===== src/rti_pkg.sv =====
// Shared types and constants for the ray/triangle intersection pipeline.
// No dependencies; imported by every module of the block.
package rti_pkg;

    // Fixed field widths
    localparam int CW      = 20;            // coordinate width, Q8.12
    localparam int TW      = CW + 1;        // origin minus vertex
    localparam int PW      = 2 * CW + 1;    // one cross product term
    localparam int XW      = 2 * CW + 2;    // cross product component
    localparam int SPLIT_W = CW + 1;        // low slice of a cross component
    localparam int DW      = 3 * CW + 4;    // dot product / determinant
    localparam int QW      = 24;            // quotient bits per divider lane
    localparam int DIST_W  = 24;
    localparam int BARY_W  = 17;
    localparam int NRM_W   = 16;
    localparam int CFG_W   = 3 * CW;
    localparam int NLANE   = 3;

    // Divider lanes
    localparam int LANE_D = 0;
    localparam int LANE_B = 1;
    localparam int LANE_G = 2;

    // Dot products
    localparam int DOT_DET = 0;
    localparam int DOT_U   = 1;
    localparam int DOT_V   = 2;
    localparam int DOT_W   = 3;

    // Configuration register indexes
    localparam logic [1:0] CFG_VERTEX = 2'd0;
    localparam logic [1:0] CFG_EDGE1  = 2'd1;
    localparam logic [1:0] CFG_EDGE2  = 2'd2;
    localparam logic [1:0] CFG_NORMAL = 2'd3;

    typedef logic signed [CW-1:0] t_coord;

    typedef struct packed {
        t_coord z;
        t_coord y;
        t_coord x;
    } t_vec3;

    typedef struct packed {
        logic                  action;
        t_coord                origin_x;
        t_coord                origin_y;
        t_coord                origin_z;
        t_coord                dir_x;
        t_coord                dir_y;
        t_coord                dir_z;
        logic [DIST_W-1:0]     distance_limit;
    } t_ray_in;

    typedef struct packed {
        logic                    hit;
        logic [DIST_W-1:0]       hit_distance;
        logic [BARY_W-1:0]       beta;
        logic [BARY_W-1:0]       gamma;
        logic signed [NRM_W-1:0] normal_x;
        logic signed [NRM_W-1:0] normal_y;
        logic signed [NRM_W-1:0] normal_z;
    } t_hit_out;

    // Per-ray sideband carried down the pipe
    typedef struct packed {
        logic              action;
        logic [DIST_W-1:0] limit;
    } t_side;

    typedef struct packed {
        t_side                side;
        logic signed [DW-1:0] det;
        logic signed [DW-1:0] u;
        logic signed [DW-1:0] v;
        logic signed [DW-1:0] w;
    } t_dots;

    // Divider state: remainder and shift/quotient word per lane
    typedef struct packed {
        t_side                       side;
        logic                        ok;
        logic [DW-1:0]               det;
        logic [NLANE-1:0][DW-1:0]    rem;
        logic [NLANE-1:0][QW-1:0]    x;
    } t_divs;

endpackage


===== src/rti_classify.sv =====
// Sign normalization, inside/range tests and divider lane setup.
// Two register stages; depends on rti_pkg.
module rti_classify #(
    parameter int FRAC_BITS = 12
) (
    input  logic           i_clk,
    input  logic           i_rst_n,
    input  logic           i_vld,
    output logic           o_rdy,
    input  rti_pkg::t_dots i_dots,
    output logic           o_vld,
    input  logic           i_rdy,
    output rti_pkg::t_divs o_divs
);
    import rti_pkg::*;

    logic                 r_vld7;
    logic                 r_vld8;
    logic                 rdy7;
    logic                 rdy8;
    t_side                r7_side;
    logic                 r7_nz;
    logic signed [DW-1:0] r7_det;
    logic signed [DW-1:0] r7_u;
    logic signed [DW-1:0] r7_v;
    logic signed [DW-1:0] r7_w;
    logic                 neg;
    logic [DW:0]          uv_sum;
    logic [DW-1:0]        rem_d;
    logic                 n_ok;
    t_divs                r_divs;

    assign rdy8  = !r_vld8 || i_rdy;
    assign rdy7  = !r_vld7 || rdy8;
    assign o_rdy = rdy7;
    assign o_vld = r_vld8;
    assign o_divs = r_divs;

    always_ff @(posedge i_clk) begin
        if (!i_rst_n) begin
            r_vld7 <= 1'b0;
            r_vld8 <= 1'b0;
        end else begin
            if (rdy7) r_vld7 <= i_vld;
            if (rdy8) r_vld8 <= r_vld7;
        end
    end

    // Stage 7: make the determinant positive
    assign neg = i_dots.det[DW-1];

    always_ff @(posedge i_clk) begin
        if (rdy7) begin
            r7_side <= i_dots.side;
            r7_nz   <= (i_dots.det != '0);
            r7_det  <= neg ? -i_dots.det : i_dots.det;
            r7_u    <= neg ? -i_dots.u   : i_dots.u;
            r7_v    <= neg ? -i_dots.v   : i_dots.v;
            r7_w    <= neg ? -i_dots.w   : i_dots.w;
        end
    end

    // Stage 8: barycentric and distance tests
    always_comb begin
        uv_sum = {1'b0, r7_u} + {1'b0, r7_v};
        rem_d  = $unsigned(r7_w) >> (QW - FRAC_BITS);
        n_ok   = r7_nz
              && !r7_u[DW-1] && ($unsigned(r7_u) <= $unsigned(r7_det))
              && !r7_v[DW-1] && (uv_sum <= {1'b0, r7_det})
              && !r7_w[DW-1] && (r7_w != '0)
              && (rem_d < $unsigned(r7_det));
    end

    always_ff @(posedge i_clk) begin
        if (rdy8) begin
            r_divs.side        <= r7_side;
            r_divs.ok          <= n_ok;
            r_divs.det         <= r7_det;
            r_divs.rem[LANE_D] <= rem_d;
            r_divs.x[LANE_D]   <= r7_w[QW-1:0] << FRAC_BITS;
            r_divs.rem[LANE_B] <= $unsigned(r7_u) >> 1;
            r_divs.x[LANE_B]   <= {r7_u[0], {(QW-1){1'b0}}};
            r_divs.rem[LANE_G] <= $unsigned(r7_v) >> 1;
            r_divs.x[LANE_G]   <= {r7_v[0], {(QW-1){1'b0}}};
        end
    end

endmodule


===== config.mk =====
export PLATFORM = sky130hd
export DESIGN_NAME = rti_classify
export DESIGN_NICKNAME = d
export VERILOG_FILES = /design/src/rti_pkg.sv /design/src/rti_classify.sv
export SDC_FILE = /design/constraint.sdc
export NUM_CORES = 1
export LEC_CHECK = 0
export CAP_MARGIN = 15
export CORE_AREA = 4 4 244 246
export CTS_BUF_LIST = sky130_fd_sc_hd__clkbuf_16
export DETAILED_ROUTE_END_ITERATION = 16
export DIE_AREA = 0 0 248 250
export DONT_BUFFER_PORTS = 1
export PLACE_DENSITY = 0.72
export SETUP_SLACK_MARGIN = 0.4
export SLEW_MARGIN = 10
export SYNTH_ARGS = -nofsm -noshare
export SYNTH_HDL_FRONTEND = slang
export SYNTH_SLANG_ARGS = --single-unit

===== constraint.sdc =====
create_clock -name i_clk -period 8 [get_ports i_clk]
set_clock_uncertainty 0.1 [all_clocks]
set_input_delay 0.8 -clock i_clk [delete_from_list [all_inputs] [get_ports i_clk]]
set_output_delay 0.8 -clock i_clk [all_outputs]
set_load 0.05 [all_outputs]

* Yosys cells after proc, flatten, opt, wreduce, memory -nomap -nowiden *
Index checks and enable logic that the tools add are counted.

cells by class
  $add $sub $neg = 5
  magnitude comparators = 3
  multiplexer cells = 4
  reduce and logical (&&, ||, !) cells = 16

operators with widths
  cell                                       count
  negation 64 bit                            4
  two-way mux 64 bit                         3
  nonzero test 64 bit                        2
  adder 64 x 64 -> 65 bit                    1
  less-or-equal comparator 65 x 64 -> 1 bit  1
  less-or-equal comparator 64 bit            1
  less-than comparator 52 x 64 -> 1 bit      1
  two-way mux 63 bit                         1
  logical AND 1 bit                          7
  logical NOT 1 bit                          5
  logical OR 1 bit                           2

word-level totals
  flip-flop bits (word level) = 566
  input port bits = 285
  output and inout port bits = 356

* Logic depth before layout (Yosys ltp) *
  depth after elaboration = 8
  depth in mapped cells = 21
  mapped depth without buffers = 21

* Worst setup path after synthesis *
Ideal clock, no wire load.

  kind = input to register
  from = input i_rdy
  to = register r7_det[0] (enable)
  library setup time = 2.241 ns
  arrival time = 5.855 ns
  data required time = 5.659 ns
  slack = -0.196 ns
  stages on the path = 2
  path buffers = 0
  cells stage by stage = nor2b_1 nand2_1

between the ends
  word-level cells in the longest chain between the ends = 2

RTL lines
  element                 line                RTL
  start: declaration      rti_classify.sv:12  input logic i_rdy,
  logical OR 1 bit        rti_classify.sv:33  assign rdy8 = !r_vld8 || i_rdy;
  logical OR 1 bit        rti_classify.sv:34  assign rdy7 = !r_vld7 || rdy8;
  net o_rdy               rti_classify.sv:9   output logic o_rdy,
  end signal: assignment  rti_classify.sv:56  r7_det <= neg ? -i_dots.det : i_dots.det;
  end: declaration        rti_classify.sv:23  logic signed [DW-1:0] r7_det;

The timed path passes the listed nets, and every way through them passes these cells.
A chain may end at the register's enable or synchronous reset.

* Final worst setup path *
  from = register r7_u[0]
  to = register r_divs, in the netlist o_divs[328], data pin

between the ends
  word-level cells in the longest chain between the ends = 7
  elaborated cells on any way between the ends = 9
  classes of those cells = add/sub: 1; order compare: 2; reduce/logical: 6

RTL lines
  element                                                          line                RTL
  start: declaration                                               rti_classify.sv:24  logic signed [DW-1:0] r7_u;
  start signal: assignment                                         rti_classify.sv:57  r7_u <= neg ? -i_dots.u : i_dots.u;
  branches (longest 3 deep; another with adder 64 x 64 -> 65 bit)  -
  logical AND 1 bit *                                              rti_classify.sv:69  && !r7_v[DW-1] && (uv_sum <= {1'b0, r7_det})
  logical AND 1 bit * (2 in series)                                rti_classify.sv:70  && !r7_w[DW-1] && (r7_w != '0)
  logical AND 1 bit *                                              rti_classify.sv:71  && (rem_d < $unsigned(r7_det));
  net n_ok                                                         rti_classify.sv:30  logic n_ok;
  end: declaration                                                 rti_classify.sv:31  t_divs r_divs;

Mark *: on every way through the listed nets, which the timed path passes.

==> flow_metrics.py <==
metrics = {
    "synthesis": {
        "syn-cell-area_um2": 30700,
        "synth-edff-count": 564,
        "ys_seq_area_share_pct": 55.3,
        "synth-async-reset-ratio_pct": 0,
        "syn_avg_cell_area_um2": 12.3,
        "ys.flop_type": "edfxtp_1",
        "synth_top_area_cell": "edfxtp_1",
        "netlist_instances": 2486,
        "ys_types": 69,
        "yosys-top-cells-area": "edfxtp_1 (55%), ha_1 (10%), xnor2_1 (7.9%)",
        "yosys_warnings": 0,
        "synth-seq-cells": 566,
        "synth_top_area_share_pct": 55.2,
    },
    "critical_path": {
        "worstSetupEndpointType": "register",
        "worstReg2RegEnd": "o_divs[328]$_DFFE_PP_",
        "r2r_start": "r7_u[0]$_DFFE_PP_",
        "cp.required_ns": 8.35,
        "critPathKind": "reg -> reg",
        "path_max_fanout": 5,
        "reg2regPathDepth": 21,
        "rrSetupSlack_ns": 2.04,
        "crit_arrival_ns": 6.31,
        "startpoint_type": "register",
    },
    "global_route": {
        "grt_pass1_wl_mm": 137,
        "grt_max_degree": 258,
        "grt_pass1_vias": 20300,
        "antenna_found_initial": 0,
        "gr-total-overflow": 0,
        "grt.total_usage_pct": 29.9,
    },
    "hold_path": {
        "whs_path_depth": 0,
        "whs_endpoint": "r7_w[0]$_DFFE_PP_",
        "hp-class": "in -> reg",
        "hold_start": "i_dots[0]",
    },
    "clocking": {
        "postCtsSetupBuffers": 0,
        "clk_pin_slew_ns": 0.07,
        "cts_hold_buf": 0,
        "max-clock-path-buffers": 3,
        "cts_sinks": 566,
        "cts-resized-gates": 0,
        "h-tree-depth": 2,
        "cts-root-buf": "clkbuf_16",
        "cts_tree": "done",
        "cts_made_buffers": 59,
        "clk_latency_ns": 0.64,
    },
    "sta": {
        "worst_slack_ns": 2.04,
        "finalCritPeriodShare_pct": 74.5,
        "slew-limit-headroom_pct": 30.5,
        "grt_setup_unrepaired": "no",
        "fmax_ghz": 0.168,
        "final.min_clock_period_ns": 5.96,
        "finalSetupTns_ns": 0,
        "hold_viol": 0,
        "tightest_slew_ns": 1.04,
        "slew_viol_final": 0,
        "setup_viol": 0,
        "whs_ns": 0.153,
    },
    "pwr": {
        "pwr-share-seq_pct": 49.8,
        "clock_power_share_pct": 31.1,
        "combPwrFrac_pct": 19.2,
        "switching_share_pct": 34.1,
        "switchingPower_mw": 3.09,
        "p_leak_nw": 12.8,
        "p_per_area_nw_per_um2": 273,
        "internal_power_mw": 5.99,
        "vdd_drop_max_mv": 0.277,
    },
    "die": {
        "io_pins": 641,
        "core_area_um2": 57400,
        "die_h_um": 250,
        "rows": 88,
        "start_util_pct": 53.5,
        "design.die.area_um2": 62000,
        "die_x_um": 248,
    },
    "layout": {
        "drive_gt1_share_pct": 5.09,
        "fin_util_pct": 58.0,
        "nets": 3036,
        "synthToLayoutAreaGrowth_pct": 8.42,
        "antennaDiodeCount": 0,
        "final_common_cell": "edfxtp_1",
        "layout.filler_cells": 4615,
        "mostFrequentLayoutCells": "edfxtp_1 (564), xnor2_1 (276), ha_1 (247)",
    },
    "routing": {
        "drtIter0Drc": 2041,
        "first_pass_iters": 5,
        "drcViolationCount": 0,
        "wire_per_inst_um": 28.9,
        "totalWireLength_mm": 96.0,
        "num_vias": 21200,
        "via_per_inst": 6.40,
        "antenna_left": 0,
    },
    "placement": {
        "place_congestion": 0.954,
        "post-place-ws_ns": 2.07,
        "dp_hpwl_mm": 75.8,
        "numPortBuffers": 0,
    },
    "run_status": {
        "status": "finished clean",
    },
    "run": {
        "cap_violations": 0,
    },
}
-- metrics by stage --
stage	instances	cell area [µm²]	power (mW)
after floorplan	2557	30900	5.75
after global placement	3207	31300	6.22
after detailed placement	3207	31300	6.27
after CTS	3319	33300	9.09
after global routing	3319	33300	9.46
final	3319	33300	9.08
-- cell type report --
cell class	instances	area (µm²)	area share [%]
Clock inverter	52	495	1.49
Multi-Input combinational cell	1762	12900	38.7
Sequential cell	566	17000	51.0
Tap cell	765	957	2.88
Timing Repair Buffer	11	82.6	0.248
Clock buffer	60	1500	4.51
Inverter	103	394	1.18
-- how the worst max path moves through the flow --
stage,from,slack (ns),cells after the start,endpoint
floorplan,i_rdy,0.94,2,o_divs[100]$_DFFE_PP_
global placement,r7_u[0]$_DFFE_PP_,2.20,21,o_divs[328]$_DFFE_PP_
detailed placement,r7_u[0]$_DFFE_PP_,2.07,21,o_divs[328]$_DFFE_PP_
CTS,r7_u[0]$_DFFE_PP_,2.00,21,o_divs[328]$_DFFE_PP_
global route,r7_u[0]$_DFFE_PP_,1.50,21,o_divs[328]$_DFFE_PP_
finish,r7_u[0]$_DFFE_PP_,2.04,21,o_divs[328]$_DFFE_PP_
-- power by group through the flow --
stage	Clock (mW)	Combinational (mW)	Sequential (mW)
after floorplan	0	1.33	4.42
after global placement	0	1.66	4.56
after detailed placement	0	1.70	4.57
after CTS	2.86	1.71	4.52
after global routing	3.00	1.92	4.54
final	2.82	1.74	4.52
-- routing by layer --
layer	vias to the layer above	part of all wire [%]	GRT usage [%]
li1	9421	-	-
met4	0	3.4	9.40
met2	1161	47	48.6
met1	10500	40	39.2
met5	-	0	0
met3	164	10	7.95
-- kinds of logic (layout without fill, tap and decap cells) --
logic type | count (synthesis) | after routing | synth area share [%]
AOI/OAI and AO/OA | 596 | 596 | 12.8
DFF | 566 | 566 | 55.3
and+or+nand+nor | 541 | 541 | 9.33
xor gates and xnor gates | 303 | 303 | 8.65
adders and majority gates | 248 | 248 | 10.1
buffers and inverters | 229 | 226 | 3.68
muxes | 2 | 2 | 0.0693
other | 1 | 72 | 0.0122
-- synthesized netlist by cell type (5+ instances only) --
master / number
or3_1: 39
a21oi_1: 123
buf_4: 72
nand4_1: 63
inv_1: 103
or4_1: 36
a21o_1: 96
o21a_1: 12
o41ai_1: 41
edfxtp_1: 564
nand3_1: 38
o211ai_1: 14
nand2b_1: 14
a31oi_1: 15
o31ai_1: 76
xor2_1: 27
a221oi_1: 6
nor2b_1: 9
xnor2_1: 276
nor4_1: 35
nor3_1: 30
clkbuf_1: 53
and2_1: 7
and3_1: 16
a211oi_1: 14
nand2_1: 148
o21bai_1: 20
a211o_1: 5
o21ai_0: 145
or2_2: 10
ha_1: 247
nor2_1: 74
-- critical path, stage by stage, from the launching register on --
cell and delay (ns):
edfxtp_1 0.40, ha_1 0.27, fa_1 0.44, a211oi_1 0.32, o211ai_1 0.23, a211oi_1 0.34, nor3b_1 0.15, o311ai_0 0.56
nand2_1 0.14, a21boi_0 0.58, o21ai_0 0.28, xor2_1 0.22, ha_1 0.31, nand3_1 0.11, nor3_1 0.27, nand2_1 0.08
nor2_1 0.20, nand4_1 0.13, o21ai_0 0.14, a31oi_1 0.07, a211o_1 0.27, a211oi_1 0.19
-- state kept, by name (all words and copies together) (netlist names) --
name     cells
r7_w        64
r7_v        64
r7_det      64
o_vld        1
o_divs     282
r7_nz        1
r_vld7       1
r7_u        64
r7_side     25
Note: power is estimated with default switching activity, not from simulation.
