==> src/rti_pkg.sv <==
// Shared types and constants for the ray/triangle intersection pipeline.
// No dependencies; imported by every module of the block.
package rti_pkg;

    // Fixed field widths
    localparam int CW      = 20;            // coordinate width, Q8.12
    localparam int TW      = CW + 1;        // origin minus vertex
    localparam int PW      = 2 * CW + 1;    // one cross product term
    localparam int XW      = 2 * CW + 2;    // cross product component
    localparam int SPLIT_W = CW + 1;        // low slice of a cross component
    localparam int DW      = 3 * CW + 4;    // dot product / determinant
    localparam int QW      = 24;            // quotient bits per divider lane
    localparam int DIST_W  = 24;
    localparam int BARY_W  = 17;
    localparam int NRM_W   = 16;
    localparam int CFG_W   = 3 * CW;
    localparam int NLANE   = 3;

    // Divider lanes
    localparam int LANE_D = 0;
    localparam int LANE_B = 1;
    localparam int LANE_G = 2;

    // Dot products
    localparam int DOT_DET = 0;
    localparam int DOT_U   = 1;
    localparam int DOT_V   = 2;
    localparam int DOT_W   = 3;

    // Configuration register indexes
    localparam logic [1:0] CFG_VERTEX = 2'd0;
    localparam logic [1:0] CFG_EDGE1  = 2'd1;
    localparam logic [1:0] CFG_EDGE2  = 2'd2;
    localparam logic [1:0] CFG_NORMAL = 2'd3;

    typedef logic signed [CW-1:0] t_coord;

    typedef struct packed {
        t_coord z;
        t_coord y;
        t_coord x;
    } t_vec3;

    typedef struct packed {
        logic                  action;
        t_coord                origin_x;
        t_coord                origin_y;
        t_coord                origin_z;
        t_coord                dir_x;
        t_coord                dir_y;
        t_coord                dir_z;
        logic [DIST_W-1:0]     distance_limit;
    } t_ray_in;

    typedef struct packed {
        logic                    hit;
        logic [DIST_W-1:0]       hit_distance;
        logic [BARY_W-1:0]       beta;
        logic [BARY_W-1:0]       gamma;
        logic signed [NRM_W-1:0] normal_x;
        logic signed [NRM_W-1:0] normal_y;
        logic signed [NRM_W-1:0] normal_z;
    } t_hit_out;

    // Per-ray sideband carried down the pipe
    typedef struct packed {
        logic              action;
        logic [DIST_W-1:0] limit;
    } t_side;

    typedef struct packed {
        t_side                side;
        logic signed [DW-1:0] det;
        logic signed [DW-1:0] u;
        logic signed [DW-1:0] v;
        logic signed [DW-1:0] w;
    } t_dots;

    // Divider state: remainder and shift/quotient word per lane
    typedef struct packed {
        t_side                       side;
        logic                        ok;
        logic [DW-1:0]               det;
        logic [NLANE-1:0][DW-1:0]    rem;
        logic [NLANE-1:0][QW-1:0]    x;
    } t_divs;

endpackage

==> src/rti_div_step.sv <==
// One restoring-division step for the three divider lanes, registered.
// Depends on rti_pkg.
module rti_div_step (
    input  logic           i_clk,
    input  logic           i_rst_n,
    input  logic           i_vld,
    output logic           o_rdy,
    input  rti_pkg::t_divs i_d,
    output logic           o_vld,
    input  logic           i_rdy,
    output rti_pkg::t_divs o_d
);
    import rti_pkg::*;

    logic          r_vld;
    t_divs         r_d;
    t_divs         n_d;
    logic [DW:0]   part [NLANE];
    logic [DW:0]   diff [NLANE];
    logic          ge   [NLANE];

    assign o_rdy = !r_vld || i_rdy;
    assign o_vld = r_vld;
    assign o_d   = r_d;

    // Shift in next dividend bit, subtract when it fits
    always_comb begin
        n_d = i_d;
        for (int l = 0; l < NLANE; l++) begin
            part[l] = {i_d.rem[l], i_d.x[l][QW-1]};
            diff[l] = part[l] - {1'b0, i_d.det};
            ge[l]   = (part[l] >= {1'b0, i_d.det});
            n_d.rem[l] = ge[l] ? diff[l][DW-1:0] : part[l][DW-1:0];
            n_d.x[l]   = {i_d.x[l][QW-2:0], ge[l]};
        end
    end

    always_ff @(posedge i_clk) begin
        if (!i_rst_n) begin
            r_vld <= 1'b0;
        end else if (o_rdy) begin
            r_vld <= i_vld;
        end
    end

    always_ff @(posedge i_clk) begin
        if (o_rdy) r_d <= n_d;
    end

endmodule

==> config.mk <==
export PLATFORM = sky130hd
export DESIGN_NAME = rti_div_step
export DESIGN_NICKNAME = d
export VERILOG_FILES = /design/src/rti_pkg.sv /design/src/rti_div_step.sv
export SDC_FILE = /design/constraint.sdc
export NUM_CORES = 1
export LEC_CHECK = 0
export BUFFER_PORTS_ARGS = -buffer_cell sky130_fd_sc_hd__buf_2
export CORE_AREA = 2 2 280 282
export DETAILED_ROUTE_END_ITERATION = 8
export DIE_AREA = 0 0 282 284
export SETUP_SLACK_MARGIN = 0.05
export SLEW_MARGIN = 10
export SYNTH_ARGS = -nofsm -noshare
export SYNTH_HDL_FRONTEND = slang
export SYNTH_SLANG_ARGS = --single-unit
==> constraint.sdc <==
create_clock -name i_clk -period 37.7 [get_ports i_clk]
set_input_delay 7.54 -clock i_clk [delete_from_list [all_inputs] [get_ports i_clk]]
set_output_delay 7.54 -clock i_clk [all_outputs]
set_load 0.005 [all_outputs]
Yosys cells after proc, flatten, opt, wreduce, memory -nomap -nowiden
Index checks and enable logic that the tools add are counted.

Register bits after elaboration: 355. Bits in latches: 0. Memories kept: 0. Word-level logic and storage cells: 22. Input bits: 358. Bits in read-only memories: 0. RAM bits: 0.

Bitwise logic cells: 0. Add/subtract/negate cells: 3. Reductions and logical operators: 2. Eq/ne operators: 0. Shift operators: 0. $lt $le $gt $ge: 3. Multipliers: 0. Multiplexer cells: 3. Divide/modulo/power cells: 0.

Operator list (number): >= comparator 65 x 64 -> 1 bit (3); 2-to-1 mux 64 bit (3); subtractor 64 bit (3); zero test 1 bit (1); logical OR 1 bit (1).

Logic depth before layout (Yosys ltp)
Gate-level depths: netlist (run 1).

Depth in word-level cells: 2. Mapped depth: 16.

Worst setup path before layout (run 1)
No wires, ideal clock.

Kind: input-to-output. Start: input i_rdy. End: output o_rdy. Data arrival time: 16.038 ns. Stages: 1. Path buffers: 0. Required time: 30.160 ns. Slack: 14.122 ns. Cells stage by stage: nand2b_1.

Longest elaborated chain between the ends: 1.

RTL lines: start: declaration (line rti_div_step.sv:10) `input logic i_rdy,`; logical OR 1 bit (line rti_div_step.sv:22) `assign o_rdy = !r_vld || i_rdy;`; end: declaration (line rti_div_step.sv:7) `output logic o_rdy,`.

Every way passes these cells.

Worst setup path after layout (run 1)
Ends and elaborated chain as after synthesis.

==> results of run 1 <==
## how the worst max path moves through the flow
stage	start	to	slack (ns)	cells after the start
final	i_rdy	o_rdy	21.77	3
after global routing	i_rdy	o_rdy	21.70	3
after floorplan	i_rdy	o_rdy	14.12	1
after global placement	i_rdy	o_rdy	21.77	3
after detailed placement	i_rdy	o_rdy	21.73	3
after CTS	i_rdy	o_rdy	21.73	3
## layer usage
layer	wire length (um)	track usage, %	up-vias
li1	-	-	10920
met1	41710	30.48	10790
met2	49630	42.27	882
met3	8397	5.969	166
met4	3167	6.902	34
met5	220	0	-
## Yosys cell counts (7+ instances only)
library cell	count
a311oi_1	7
ha_1	192
and2_1	11
nor2b_1	24
a21oi_1	286
buf_4	9
nor4_1	16
nand2_1	306
a31oi_1	22
edfxtp_1	354
xor2_1	69
clkbuf_1	83
o211ai_1	13
and3_1	16
inv_1	117
nor2_1	168
o21ai_1	38
o21ai_0	220
a21o_1	91
mux2_2	8
nand3b_1	7
a2111oi_0	7
a211oi_1	18
nand3_1	23
nand4_1	68
a21boi_0	11
xnor2_1	103
buf_2	19
nor3_1	38
o31ai_1	14
nand2b_1	28
and4_1	11
o21bai_1	47
o21a_1	11
## cell families (layout without fill, tap and decap cells)
group	Yosys count	in the layout	share of synthesized area, %
other	0	7	0
AOI/OAI and AO/OA	860	860	21.69
adders and majority gates	195	195	10.06
and+or+nand+nor	745	745	14.30
DFF	355	355	43.50
buffers and inverters	230	925	3.797
muxes	11	11	0.5009
xor gates and xnor gates	172	172	6.154
## critical path, cell delays in order
cell and delay [ns]:
buf_2 0.07, nand2b_4 0.45, buf_2 0.23
## area by class of cell
type                    count  area, um2  area share (%)
clock buffers              54       1224           3.997
flip-flops and latches    355      10650           34.79
repair buffers            725       3671           11.99
clock inverters            28      372.9           1.218
inverters                 118      444.2           1.451
well taps                1040       1301           4.251
multi-input cells        1983      12930           42.24
diodes                      7      17.52         0.05722
## state kept, by name (all words and copies together), names as in the netlist
register  cells
o_d         354
o_vld         1
## per-stage QoR
stage,setup WS (ns),instance area (um2),hold slack [ns],cells
finish,21.77,30610,1.031,4310
global route,21.70,30600,1.107,4306
CTS,21.73,30590,1.079,4303
detailed placement,21.73,29000,1.090,4221
global placement,21.77,29000,1.053,4221
floorplan,14.12,24480,7.639,2568
## power breakdown
group / leakage [nW] / internal (mW) / total (mW) / switching [mW]
clock network: 0.768 / 0.287 / 0.477 / 0.189
logic: 8.81 / 0.151 / 0.392 / 0.241
registers: 3.69 / 0.505 / 0.522 / 0.0169
total: 13.3 / 0.944 / 1.39 / 0.447
==> impl_metrics.env, run 1 <==
export IMPL_outcome="complete, no violations"
export IMPL_yosysUniqueCellTypes=91
export IMPL_min_period_over_period_pct=42.26
export IMPL_yosys_area_top_type_share_pct=43.42
export IMPL_htreeDepth=2
export IMPL_coreArea_um2=76960
export IMPL_syn_to_final_growth_pct=25.04
export IMPL_fin_setup_tns_ns=0
export IMPL_synthCells=2568
export IMPL_syn_area_um2=24480
export IMPL_total_power_mw=1.391
export IMPL_ir_drop_uv=29.45
export IMPL_clkTransAtPathRegs_ns=0.06
export IMPL_setup_worst_path_start_class="input pin"
export IMPL_required_ns=30.16
export IMPL_crit_fanout=35
export IMPL_p_per_area_nw_per_um2=45.45
export IMPL_die_area_um2=80090
export IMPL_tritoncts="done"
export IMPL_synth_area_top_cells="edfxtp_1 (43%), ha_1 (9.8%), a21oi_1 (5.8%), nand2_1 (4.7%), o21ai_0 (4.5%)"
export IMPL_hold_path_depth=1
export IMPL_slew_violations=0
export IMPL_clockBufferDepth=3
export IMPL_wl_mm=103.1
export IMPL_synth_nets=3121
export IMPL_dp_hpwl_mm=84.87
export IMPL_drc=0
export IMPL_synthFlopType="edfxtp_1"
export IMPL_cts_resized_gates=0
export IMPL_num_nets_final=3784
export IMPL_rr_worst_depth=3
export IMPL_port_buffers=713
export IMPL_grt_max_degree=149
export IMPL_drt_initial_drc_count=1714
export IMPL_core_rowCount=102
export IMPL_cp_end_kind="output pin"
export IMPL_grt_antenna_before_repair=36
export IMPL_crit_type="in -> out"
export IMPL_yosys_warnings=0
export IMPL_cts_made_buffers=48
export IMPL_fmax_mhz=62.77
export IMPL_post_cts_setup_buffer_count=0
export IMPL_wl_per_cell_um=23.93
export IMPL_die_h_um=284
export IMPL_gp_congestion=0.9241
export IMPL_layout_commonest_cell="buf_2"
export IMPL_vias=22780
export IMPL_cts_hold_buf=0
export IMPL_hold_viol=0
export IMPL_ys_seq_area_share_pct=43.50
export IMPL_clock_sinks=355
export IMPL_grtUsageTotal_pct=24.62
export IMPL_regToRegStartpoint="o_vld"
export IMPL_synthArstFlopShare_pct=0
export IMPL_cp_arrival_ns=8.39
export IMPL_boundaryPins=714
export IMPL_slew_headroom_pct=24.19
export IMPL_p_leak_nw=13.26
export IMPL_clock_latency_ns=0.61
export IMPL_final_setup_skew_ns=0.03212
export IMPL_cts_root_buf="clkbuf_16"
export IMPL_viasPerCell=5.286
export IMPL_hold_end="o_d[306]"
export IMPL_r2r_setup_slack_ns=35.18
export IMPL_dr_pass1_iters=7
export IMPL_grt_setup_unrepaired="no"
export IMPL_drive_above_1_share_pct=25.56
export IMPL_postRouteAntennaNets=0
export IMPL_initial_core_util_pct=31.81
export IMPL_synth_edf_count=354
export IMPL_hp_start="o_vld"
export IMPL_r2r_end="o_d[294]"
export IMPL_fin_util_pct=39.78
export IMPL_max_cap_violations=0
export IMPL_setup_viol_count_final=0
export IMPL_final_cell_mix="buf_2 (713), edfxtp_1 (354), nand2_1 (306)"
export IMPL_worstMarginPinSlew_ns=1.130
export IMPL_grt_ovfl_total=0
export IMPL_hold_class="reg -> reg"
export IMPL_synth_top_area_cell="edfxtp_1"
export IMPL_fillers=7898
export IMPL_dieWidth_um=282
export IMPL_avgSynthCellArea_um2=9.533
export IMPL_final_min_clock_period_ns=15.93
export IMPL_grt_pass1_vias=21530
export IMPL_ys_ff_latch=355
export IMPL_grt_pass1_wl_mm=145.3
(Power assumes the default switching activity.)
==> run 2: changes to the inputs <==
==> constraint.sdc (replaced) <==
create_clock -name i_clk -period 14.9 [get_ports i_clk]
set_input_delay 2.98 -clock i_clk [delete_from_list [all_inputs] [get_ports i_clk]]
set_output_delay 2.98 -clock i_clk [all_outputs]
set_load 0.005 [all_outputs]
==> run 2 against run 1 <==
Against the previous run:
- critical path depth up 10
- clock power rose by 150%
- core utilization barely moved
- sequential cell count did not move
- cell count increased by 0.16%
- combinational power grew to 2.6 times the previous value
- sequential power rose to 2.5 times the previous value
- routed wire length is 1.9% higher
- via count increased by 0.39%
- total power grew to 2.5 times the previous value
- largest cell class unchanged
- highest routed layer unchanged
==> impl_metrics.env, run 2 (synthesized netlist as in run 1, its figures left out) <==
export IMPL_outcome="complete, no violations"
export IMPL_boundaryPins=714
export IMPL_gp_congestion=0.9466
export IMPL_grt_setup_unrepaired="no"
export IMPL_dr_pass1_iters=8
export IMPL_max_cap_violations=0
export IMPL_hold_end="o_vld"
export IMPL_wl_mm=105.1
export IMPL_grt_pass1_vias=21930
export IMPL_cp_end_kind="flip-flop"
export IMPL_drt_initial_drc_count=1810
export IMPL_syn_to_final_growth_pct=24.99
export IMPL_grt_pass1_wl_mm=148.6
export IMPL_vias=22870
export IMPL_placed_cells=4221
export IMPL_coreArea_um2=76960
export IMPL_crit_family="compound AO/OA/AOI/OAI gates"
export IMPL_r2r_setup_slack_ns=12.26
export IMPL_p_per_area_nw_per_um2=114.3
export IMPL_crit_path_top_delay_cell="a21oi_1"
export IMPL_core_rowCount=102
export IMPL_postRouteAntennaNets=0
export IMPL_post_cts_setup_buffer_count=0
export IMPL_worstMarginPinSlew_ns=1.108
export IMPL_ir_drop_uv=69.50
export IMPL_final_cell_mix="buf_2 (713), edfxtp_1 (354), nand2_1 (306)"
export IMPL_port_buffers=713
export IMPL_viasPerCell=5.298
export IMPL_cts_root_buf="clkbuf_16"
export IMPL_rr_worst_depth=3
export IMPL_cts_resized_gates=0
export IMPL_final_min_clock_period_ns=7.564
export IMPL_final_setup_skew_ns=0.02556
export IMPL_setup_viol_count_final=0
export IMPL_dp_hpwl_mm=86.87
export IMPL_hold_path_depth=2
export IMPL_hold_class="reg -> reg"
export IMPL_crit_type="in -> reg"
export IMPL_timing_critical_path_mode_cell="a21oi_1"
export IMPL_clock_latency_ns=0.59
export IMPL_htreeDepth=2
export IMPL_slowest_delay_ns=0.70
export IMPL_cp_arrival_ns=7.90
export IMPL_grt_antenna_before_repair=35
export IMPL_clkTransAtPathRegs_ns=0.06
export IMPL_required_ns=15.23
export IMPL_initial_core_util_pct=31.81
export IMPL_cts_made_buffers=46
export IMPL_p_leak_nw=13.25
export IMPL_clockBufferDepth=3
export IMPL_r2r_end="o_d[338]"
export IMPL_grt_ovfl_total=0
export IMPL_setup_worst_path_start_class="input pin"
export IMPL_wl_per_cell_um=24.35
export IMPL_dieWidth_um=282
export IMPL_slew_violations=0
export IMPL_final_cells=4317
export IMPL_hp_start="o_vld"
export IMPL_clock_sinks=355
export IMPL_stdcell_area_um2=30600
export IMPL_path_buf_inv=3
export IMPL_largest_reg_flops=354
export IMPL_min_period_over_period_pct=50.76
export IMPL_drc=0
export IMPL_path_cells="buf_2, inv_1, ha_1, nand2b_1, a211oi_1, o21ai_0, a311oi_1, a21oi_1, o21ai_1, a21oi_1, o21ba_4, buf_4, mux2_2"
export IMPL_grt_max_degree=139
export IMPL_postPlaceCellArea_um2=29000
export IMPL_tritoncts="done"
export IMPL_slew_headroom_pct=24.22
export IMPL_regToRegStartpoint="o_vld"
export IMPL_hold_viol=0
export IMPL_cts_hold_buf=0
export IMPL_crit_fanout=64
export IMPL_die_h_um=284
export IMPL_fmax_mhz=132.2
export IMPL_grtUsageTotal_pct=25.14
export IMPL_drive_above_1_share_pct=25.63
export IMPL_die_area_um2=80090
export IMPL_num_nets_final=3782
export IMPL_fin_util_pct=39.76
export IMPL_fin_setup_tns_ns=0
export IMPL_layout_commonest_cell="buf_2"
run 2: cell count changes in the layout (fill, tap and decap cells not counted), sizes merged:
cell	previous run	this run
diode	7	11
bufinv	8	6
clkinv	14	16
clkinvlp	3	7
inv	121	120
run 2: worst min-delay path: cells and delay by family (launching register included):
family | cells | cell delay [ns]
flops | 1 | 0.33
compound gates | 1 | 0.13
simple gates | 1 | 0.24
run 2: metal layers:
layer,share of wire [%],vias to the layer above,global-route usage (%)
met4,3.7,42,8.830
met3,8.7,203,6.982
met5,0.25,-,0
met2,48,942,42.62
li1,-,10900,-
met1,40,10790,30.32
run 2: where the power goes:
group	switching (mW)	leakage [nW]	total (mW)	internal (mW)
Sequential	0.0447	3.69	1.32	1.28
Combinational	0.620	8.81	1.00	0.383
Clock	0.467	0.749	1.17	0.703
Total	1.13	13.2	3.50	2.36
run 2: worst max path at each step:
stage / slack (ns) / end / cells after the start / startpoint
floorplan: 0.44 / o_rdy / 1 / i_rdy
global placement: 6.75 / o_d[238] / 13 / i_d[267]
detailed placement: 6.72 / o_d[238] / 13 / i_d[265]
CTS: 7.33 / o_d[238] / 13 / i_d[265]
global route: 6.99 / o_d[238] / 13 / i_d[265]
finish: 7.34 / o_d[238] / 13 / i_d[265]
run 2: layout make-up:
type                    instances  area [um2]
fillers                      7851       46360
inverters                     118       444.2
well taps                    1040        1301
diodes                         11       27.53
clock buffers                  54        1245
repair buffers                725        3671
clock inverters                31       327.8
flip-flops and latches        355       10650
multi-input cells            1983       12930
run 2: stage by stage:
stage                     setup WS, ns  hold WS (ns)  total power [mW]
after global routing             6.992        0.7688             3.660
after detailed placement         6.716        0.7691             2.337
after floorplan                 0.4416         3.079             1.902
after CTS                        7.333        0.7757             3.525
after global placement           6.749        0.7600             2.337
final                            7.336        0.7511             3.497
